===== config.mk =====
export PLATFORM = sky130hd
export DESIGN_NAME = serial_console_line_editor_top
export DESIGN_NICKNAME = d
export VERILOG_FILES = /design/src/sv/scle_pkg.sv /design/src/sv/scle_decode.sv /design/src/sv/serial_console_line_editor_top.sv
export SDC_FILE = /design/constraint.sdc
export NUM_CORES = 1
export LEC_CHECK = 0
export ABC_AREA = 1
export BUFFER_PORTS_ARGS = -buffer_cell sky130_fd_sc_hd__buf_2
export CORE_AREA = 2 2 116 118
export CTS_BUF_LIST = sky130_fd_sc_hd__clkbuf_16
export DETAILED_ROUTE_END_ITERATION = 8
export DIE_AREA = 0 0 118 120
export GPL_ROUTABILITY_DRIVEN = 0
export PLACE_DENSITY_LB_ADDON = 0.12
export REMOVE_ABC_BUFFERS = 1
export SETUP_SLACK_MARGIN = 0.15
export SKIP_CTS_REPAIR_TIMING = 1
export SLEW_MARGIN = 20
export SYNTH_ARGS = -nofsm -noshare
export SYNTH_HDL_FRONTEND = slang
export SYNTH_HIERARCHICAL = 1
export SYNTH_SLANG_ARGS = --single-unit

===== constraint.sdc =====
create_clock -name i_clk -period 8.8 [get_ports i_clk]
set_clock_uncertainty 0.05 [all_clocks]
set_input_delay 2.2 -clock i_clk [delete_from_list [all_inputs] [get_ports i_clk]]
set_output_delay 2.2 -clock i_clk [all_outputs]
set_load 0.02 [all_outputs]

===== src/sv/scle_pkg.sv =====
`default_nettype none
// ----------------------------------------------------------------------------
// Console line editor package
// Result kinds, line-end codes, control characters and the result record
// shared by the decoder and the top level.
// ----------------------------------------------------------------------------
package scle_pkg;

    localparam int unsigned MAX_RESULTS = 5;
    localparam int unsigned CNT_W       = 3;

    typedef enum logic [1:0] {
        KIND_ECHO  = 2'd0,
        KIND_STORE = 2'd1,
        KIND_LINE  = 2'd2,
        KIND_EOF   = 2'd3
    } t_kind;

    typedef enum logic [1:0] {
        PEND_NONE = 2'd0,
        PEND_CR   = 2'd1,
        PEND_LF   = 2'd2
    } t_pend;

    localparam logic [7:0] CH_BS    = 8'h08;
    localparam logic [7:0] CH_LF    = 8'h0A;
    localparam logic [7:0] CH_CR    = 8'h0D;
    localparam logic [7:0] CH_SUB   = 8'h1A;
    localparam logic [7:0] CH_SPACE = 8'h20;
    localparam logic [7:0] CH_CARET = 8'h5E;
    localparam logic [7:0] CH_TILDE = 8'h7E;
    localparam logic [7:0] CH_DEL   = 8'h7F;

    typedef struct packed {
        t_kind      kind;
        logic [7:0] char_value;
        logic [7:0] position;
        logic       last;
    } t_result;

    function automatic t_result make_result(t_kind kind, logic [7:0] ch, logic [7:0] pos);
        t_result r;
        r.kind       = kind;
        r.char_value = ch;
        r.position   = pos;
        r.last       = 1'b0;
        return r;
    endfunction

endpackage
`default_nettype wire


===== src/sv/scle_decode.sv =====
`default_nettype none
// ----------------------------------------------------------------------------
// Console line editor byte decoder
// Works out, for one received byte and the current line state, the whole
// list of results it causes and the next line state.
// ----------------------------------------------------------------------------
module scle_decode #(
    parameter int unsigned LINE_CAPACITY = 256,
    parameter int unsigned POS_W         = $clog2(LINE_CAPACITY)
) (
    input  wire logic [7:0]                                 i_rx_byte,
    input  wire logic [POS_W-1:0]                           i_line_pos,
    input  wire scle_pkg::t_pend                            i_pend,
    output scle_pkg::t_result [scle_pkg::MAX_RESULTS-1:0]   o_res,
    output logic [scle_pkg::CNT_W-1:0]                      o_count,
    output logic [POS_W-1:0]                                o_line_pos,
    output scle_pkg::t_pend                                 o_pend
);

    localparam logic [POS_W-1:0] WRAP_POS = POS_W'(LINE_CAPACITY - 3);

    logic is_pair;
    logic is_bs;
    logic is_eol;
    logic is_print;

    assign is_pair  = (i_pend == scle_pkg::PEND_CR && i_rx_byte == scle_pkg::CH_LF) ||
                      (i_pend == scle_pkg::PEND_LF && i_rx_byte == scle_pkg::CH_CR);
    assign is_bs    = (i_rx_byte == scle_pkg::CH_BS) || (i_rx_byte == scle_pkg::CH_DEL);
    assign is_eol   = (i_rx_byte == scle_pkg::CH_CR) || (i_rx_byte == scle_pkg::CH_LF);
    assign is_print = (i_rx_byte >= scle_pkg::CH_SPACE) && (i_rx_byte <= scle_pkg::CH_TILDE);

    always_comb begin
        o_res      = '0;
        o_count    = '0;
        o_line_pos = i_line_pos;
        o_pend     = scle_pkg::PEND_NONE;
        priority if (is_pair) begin
            o_count = '0;
        end else if (is_bs) begin
            if (i_line_pos != '0) begin
                o_line_pos = i_line_pos - 1'b1;
                o_res[0] = scle_pkg::make_result(scle_pkg::KIND_ECHO, scle_pkg::CH_BS, 8'd0);
                o_res[1] = scle_pkg::make_result(scle_pkg::KIND_ECHO, scle_pkg::CH_SPACE, 8'd0);
                o_res[2] = scle_pkg::make_result(scle_pkg::KIND_ECHO, scle_pkg::CH_BS, 8'd0);
                o_count  = 3'd3;
            end
        end else if (i_rx_byte == scle_pkg::CH_SUB) begin
            o_line_pos = '0;
            o_res[0]   = scle_pkg::make_result(scle_pkg::KIND_EOF, 8'd0, 8'd0);
            o_count    = 3'd1;
        end else if (is_eol) begin
            o_pend = (i_rx_byte == scle_pkg::CH_CR) ? scle_pkg::PEND_CR : scle_pkg::PEND_LF;
            o_res[0] = scle_pkg::make_result(scle_pkg::KIND_ECHO, i_rx_byte, 8'd0);
            o_res[1] = scle_pkg::make_result(scle_pkg::KIND_ECHO,
                (i_rx_byte == scle_pkg::CH_CR) ? scle_pkg::CH_LF : scle_pkg::CH_CR, 8'd0);
            o_res[2] = scle_pkg::make_result(scle_pkg::KIND_STORE, scle_pkg::CH_LF,
                8'(i_line_pos));
            o_res[3] = scle_pkg::make_result(scle_pkg::KIND_LINE, 8'd0,
                8'(i_line_pos + 1'b1));
            o_count    = 3'd4;
            o_line_pos = '0;
        end else if (is_print) begin
            o_res[0] = scle_pkg::make_result(scle_pkg::KIND_ECHO, i_rx_byte, 8'd0);
            o_res[1] = scle_pkg::make_result(scle_pkg::KIND_STORE, i_rx_byte, 8'(i_line_pos));
            o_count    = 3'd2;
            o_line_pos = i_line_pos + 1'b1;
            // The line is abandoned once it comes within two characters of capacity.
            if (i_line_pos >= WRAP_POS) begin
                o_res[2] = scle_pkg::make_result(scle_pkg::KIND_ECHO, scle_pkg::CH_CARET, 8'd0);
                o_res[3] = scle_pkg::make_result(scle_pkg::KIND_ECHO, scle_pkg::CH_CR, 8'd0);
                o_res[4] = scle_pkg::make_result(scle_pkg::KIND_ECHO, scle_pkg::CH_LF, 8'd0);
                o_count    = 3'd5;
                o_line_pos = '0;
            end
        end
        for (int i = 0; i < scle_pkg::MAX_RESULTS; i++) begin
            o_res[i].last = (scle_pkg::CNT_W'(i) == (o_count - 1'b1));
        end
    end

endmodule
`default_nettype wire


===== src/sv/serial_console_line_editor_top.sv =====
`default_nettype none
// ----------------------------------------------------------------------------
// Serial console line editor
// Turns received console bytes into echo bytes, stored characters, line
// completion reports and end-of-input reports, one result per transfer.
// ----------------------------------------------------------------------------
//   Channel  Direction  Handshake            Payload
//   input    in         i_valid / o_ready    i_rx_byte
//   output   out        o_valid / i_ready    o_kind, o_char_value, o_position, o_last
//
// A byte is decoded in the cycle it is taken and its results (up to five) are
// loaded into a short result queue; one result leaves per cycle in which i_ready
// is high. The next byte is taken in the same cycle as the final result of the
// previous one is transferred. Reset is synchronous and active low and empties
// the queue, clears the line position and forgets any pending line end.
// ----------------------------------------------------------------------------
module serial_console_line_editor_top #(
    parameter int unsigned LINE_CAPACITY = 256
) (
    input  wire logic       i_clk,
    input  wire logic       i_rst_n,
    input  wire logic       i_valid,
    output logic            o_ready,
    input  wire logic [7:0] i_rx_byte,
    output logic            o_valid,
    input  wire logic       i_ready,
    output logic [1:0]      o_kind,
    output logic [7:0]      o_char_value,
    output logic [7:0]      o_position,
    output logic            o_last
);

    localparam int unsigned POS_W = $clog2(LINE_CAPACITY);

    logic [POS_W-1:0]                               r_line_pos;
    logic [POS_W-1:0]                               n_line_pos;
    scle_pkg::t_pend                                r_pend;
    scle_pkg::t_pend                                n_pend;
    scle_pkg::t_result [scle_pkg::MAX_RESULTS-1:0]  r_queue;
    scle_pkg::t_result [scle_pkg::MAX_RESULTS-1:0]  dec_res;
    logic [scle_pkg::CNT_W-1:0]                     r_count;
    logic [scle_pkg::CNT_W-1:0]                     dec_count;
    logic                                           in_xfer;
    logic                                           out_xfer;

    scle_decode #(
        .LINE_CAPACITY (LINE_CAPACITY),
        .POS_W         (POS_W)
    ) u_decode (
        .i_rx_byte  (i_rx_byte),
        .i_line_pos (r_line_pos),
        .i_pend     (r_pend),
        .o_res      (dec_res),
        .o_count    (dec_count),
        .o_line_pos (n_line_pos),
        .o_pend     (n_pend)
    );

    assign o_valid  = (r_count != '0);
    assign out_xfer = o_valid && i_ready;
    assign o_ready  = (r_count == '0) || ((r_count == 3'd1) && i_ready);
    assign in_xfer  = i_valid && o_ready;

    assign o_kind       = r_queue[0].kind;
    assign o_char_value = r_queue[0].char_value;
    assign o_position   = r_queue[0].position;
    assign o_last       = r_queue[0].last;

    always_ff @(posedge i_clk) begin
        if (!i_rst_n) begin
            r_count    <= '0;
            r_line_pos <= '0;
            r_pend     <= scle_pkg::PEND_NONE;
        end else begin
            if (in_xfer) begin
                r_count    <= dec_count;
                r_line_pos <= n_line_pos;
                r_pend     <= n_pend;
            end else if (out_xfer) begin
                r_count <= r_count - 1'b1;
            end
        end
    end

    // The queue head always drives the output; a transfer shifts the rest down.
    always_ff @(posedge i_clk) begin
        if (in_xfer) begin
            r_queue <= dec_res;
        end else if (out_xfer) begin
            for (int i = 0; i < scle_pkg::MAX_RESULTS - 1; i++) begin
                r_queue[i] <= r_queue[i+1];
            end
            r_queue[scle_pkg::MAX_RESULTS-1] <= '0;
        end
    end

endmodule
`default_nettype wire


### Yosys cells after proc, flatten, opt, wreduce, memory -nomap -nowiden

Cells that the tools add are included.
Widths: inputs -> output; s select.

* flip-flop bits (word level): 108
* logic and storage cells: 94
* bits of input ports: 12

* add/sub/neg operators: 4
* equality and inequality tests: 13
* reductions and logical operators: 17
* order comparisons: 3
* bitwise logic cells: 1
* muxes and demuxes: 33

Operator list (count)
* $mux 95: 4
* $mux 76: 2
* $mux 51: 2
* $mux 57: 1
* $mux 8: 6
* $mux 19: 2
* $mux 38: 1
* $mux 3: 9
* $eq 8x4->1 const B: 3
* $mux 2: 6
* $add 8x1->8 const B: 1
* $eq 8x5->1 const B: 1
* $eq 8x7->1 const B: 1
* $ge 8x6->1 const B: 1
* $ge 8x8->1 const B: 1
* $le 8x7->1 const B: 1
* $reduce_bool 8->1: 1
* $sub 8x1->8 const B: 1
* $eq 2x3->1 const A: 2
* $logic_and 1x1->1: 6
* $logic_not 3->1: 2
* $sub 3x1->3 const B: 2
* $logic_or 1x1->1: 4
* $reduce_and 4->1: 1
* 10 further kinds: 10

### Depth between registers and ports, before layout

* depth in word-level cells: 10
* depth in mapped cells: 13
* depth with buffers taken out: 12

### Cells and area by module

Netlist, hierarchy kept.

By module, submodules not included
* serial_console_line_editor_top: instances 1, area an instance 4718.3 um2, seq. area each 3113.0 um2, cells each 478
* scle_decode: instances 1, area an instance 1664.1 um2, seq. area each 0.0 um2, cells each 304

### Worst setup path before layout

No wires, ideal clock.

* path type: in2reg
* start: input i_valid
* end: register r_count[0] (netlist name)
* setup time: 0.059 ns
* arrival time: 7.231 ns
* buffers on the path: 0
* slack: 1.461 ns
* stages on the path: 5
* cells stage by stage: inv_1 o21ai_1 or2_2 nand3_1 inv_1

* word-level cells in the longest chain between the ends: 2

Ends and longest elaborated chain
* from (decl): RTL line serial_console_line_editor_top.sv:22 `input wire logic i_valid,`
* $logic_and 1x1->1 (*): RTL line serial_console_line_editor_top.sv:62 `assign in_xfer = i_valid && o_ready;`
* $mux 3 / $reduce_bool 2->1 (equally long branches)
* to (signal assigned): RTL line serial_console_line_editor_top.sv:76 `r_count <= dec_count;`
* to (signal assigned): RTL line serial_console_line_editor_top.sv:80 `r_count <= r_count - 1'b1;`
* to (decl): RTL line serial_console_line_editor_top.sv:41 `logic [scle_pkg::CNT_W-1:0] r_count;`

Every way passes the cells marked *; elsewhere a longest branch is shown, timed or not.
A chain may end at the register's enable or synchronous reset.

### Worst setup path after layout

* start: input i_ready
* end: output o_ready

* word-level cells in the longest chain between the ends: 2

Ends and longest elaborated chain
* from (decl): RTL line serial_console_line_editor_top.sv:26 `input wire logic i_ready,`
* $logic_and 1x1->1: RTL line serial_console_line_editor_top.sv:61 `assign o_ready = (r_count == '0) || ((r_count == 3'd1) && i_ready);`
* $logic_or 1x1->1: RTL line serial_console_line_editor_top.sv:61
* to (decl): RTL line serial_console_line_editor_top.sv:23 `output logic o_ready,`

Every way passes these cells.

==> impl_metrics.ini <==
[yosys]
synthArstFlopShare_pct = 0
yosysTopAreaCell = edfxtp_1
yosys_warnings = 6
synth.avg_cell_area_um2 = 8.16
netlist_area_mm2 = 0.00638
ys_ff_latch = 108
synth_area_leaders = edfxtp_1 (45%), nand2_1 (19%), buf_4 (8.0%), nor2_1 (4.9%), dfxtp_1 (4.1%)
synth_edf_count = 95
synthCells = 782
synth.distinct_cells = 34
synth_top_area_share_pct = 44.7
synth_common_cells = nand2_1 (316), edfxtp_1 (95), nor2_1 (83), buf_4 (68), inv_1 (52)
yosysSeqAreaShare_pct = 48.8
synth.most_common_cell = nand2_1
synthFlopType = edfxtp_1

[critical_path]
crit_buf_inv = 2
r2r_setup_slack_ps = 6090
crit_top_cell = buf_2
critPathMaxStageDelay_ps = 170
critPathLaunchType = input port
cp-end-kind = output pin
required_ps = 6550
path_cells = buf_2 -> nand3_2 -> nand2_4 -> buf_2
worst-setup-path-type = in2out
cpMaxStageDelayCell = buf_2
worstPathMaxFanout = 5
cp_top_family = buffers and inverters
critPathArrivalTime_ps = 2660

[floorplan]
fp-row-count = 42
die_y_um = 120
coreArea_mm2 = 0.0130
die_w_um = 118
dieArea_mm2 = 0.0142
ios = 33
start_util_pct = 49.2

[sta]
finalCritPeriodShare_pct = 55.8
final.min_clock_period_ps = 4910
final-setup-viol-count = 0
tightest_slew_ps = 813
rsz0062_at_grt = false
slew_viol_final = 0
hold_viol = 0
fmax_mhz = 204
fin_tns_setup_ps = 0
slew_headroom_pct = 45.8

[cts]
clk_pin_slew_ps = 70
cts_tree = yes
clk_latency_ps = 360
clockBufferDepth = 2
cts_root_buf = clkbuf_16
cts_buffers = 9
htreeDepth = 3
clock_sinks = 108

[global_route]
grt_max_degree = 75
antenna_found_initial = 0
grt_pass1_wl_mm = 20.0
grt_pass1_vias = 4242
track_usage_pct = 17.6
grt_remaining_overflow = 0

[route]
via_per_inst = 4.67
wirelength_mm = 11.7
dr_total_vias = 4451
drc = 0
ant_nets = 0
wl_per_cell_um = 12.3
dr.pass1.iters = 5
drt_iter0_drc = 322

[cells_and_area]
fillerInstances = 1280
final_cells = 953
antenna_cells = 0
final_nets = 791
drive_gt1_share_pct = 13.4
area_growth_pct = 3.16

[placed_design]
hpwl_mm = 7.27
dp.cells = 937
port_buffers = 32

[power]
clkPwrFrac_pct = 17.7
swShare_pct = 38.4
p_leak_uw = 0.00300
cellPowerDensity_mw_per_mm2 = 352
vdd_drop_max_mv = 0.299
p_switching_uw = 888
seq_power_share_pct = 44.6
internal-power_uw = 1430
comb_power_share_pct = 37.7

[run_status]
outcome = complete, no violations

[min_path]
min_path_type = reg2reg

[job]
cap_violations = 0
==> layer usage <==
metal | global-route usage (%) | routed length, um | part of all wire, %
met1 | 23.2 | 5590 | 48
met4 | 8.06 | 228 | 1.9
met2 | 28.7 | 5530 | 47
met3 | 2.66 | 367 | 3.1
met5 | 0 | 0 | 0
==> cell families after synthesis <==
| kind of cell | after synthesis | synth area share [%] |
|---|---|---|
| simple gates | 476 | 32.3 |
| buf+inv | 159 | 14.6 |
| flops | 108 | 48.8 |
| compound gates | 26 | 2.20 |
| fa+ha+maj | 7 | 1.37 |
| xor+xnor | 5 | 0.686 |
| other cells | 1 | 0.0588 |
==> power by group through the flow <==
| stage | Clock [uW] | Combinational [uW] | Sequential (uW) |
|---|---|---|---|
| after floorplan | 0 | 576 | 1130 |
| after global placement | 0 | 849 | 1040 |
| after detailed placement | 0 | 880 | 1040 |
| after CTS | 421 | 884 | 1030 |
| after global routing | 443 | 992 | 1060 |
| final | 410 | 873 | 1030 |
==> cell type report <==
type	instances	area [um^2]	share of cell area, %
Timing Repair Buffer	36	210	3.19
Tap cell	176	220	3.34
Clock buffer	9	225	3.42
Multi-Input combinational cell	551	2480	37.7
Clock inverter	7	77.6	1.18
Inverter	66	253	3.84
Sequential cell	108	3110	47.3
==> cell usage in the layout (no fill, tap or decap), types with 3 or more instances in the layout <==
cell type / netlist / final
or2_2: 3 / 3
ha_1: 7 / 7
nand2_1: 316 / 316
inv_1: 52 / 52
xor2_1: 4 / 4
buf_2: 16 / 32
clkbuf_16: 0 / 9
inv_2: 12 / 12
nor2_1: 83 / 83
clkinv_4: 0 / 4
nand3_1: 38 / 38
o21ai_0: 14 / 14
buf_4: 68 / 3
a21oi_1: 4 / 4
nor2_4: 12 / 12
dfxtp_1: 13 / 13
nor2_2: 4 / 4
o21ai_1: 4 / 3
conb_1: 1 / 37
nand3_2: 3 / 3
edfxtp_1: 95 / 95
nand2_2: 5 / 5
nand2_4: 6 / 6
==> worst min-delay path, cell delays in order (launching register included) <==
cell and delay [ps]:
dfxtp_1 310, nor2_1 90, nor2_1 50
==> worst paths after layout <==
check / start / end / cells after the start
hold reg to reg: r_pend[0]$_SDFFE_PN0P_ / r_pend[0]$_SDFFE_PN0P_ / 2
hold / removal: r_pend[0]$_SDFFE_PN0P_ / r_pend[0]$_SDFFE_PN0P_ / 2
setup / recovery: i_ready / o_ready / 4
setup reg to reg: r_line_pos[0]$_SDFFE_PN0P_ / r_count[2]$_SDFFE_PN0P_ / 11
==> sequential cells by signal, indices dropped and copies added, names as in the netlist <==
register,cells
r_queue,76
o_char_value,8
o_position,8
r_line_pos,8
r_count,3
o_kind,2
r_pend,2
o_last,1
==> stage by stage <==
stage | hold WS, ps | utilization [%] | cell area (um^2) | total power, uW | worst slack (ps)
floorplan | 405 | - | 5840 | 1700 | 1460
global placement | 418 | 48.2 | 6250 | 1890 | 3900
detailed placement | 431 | 48.4 | 6280 | 1920 | 3890
CTS | 443 | 50.7 | 6580 | 2340 | 3880
global route | 488 | 50.7 | 6580 | 2500 | 3860
finish | 443 | 50.7 | 6580 | 2320 | 3890
Power figures use the tool's default switching activity.
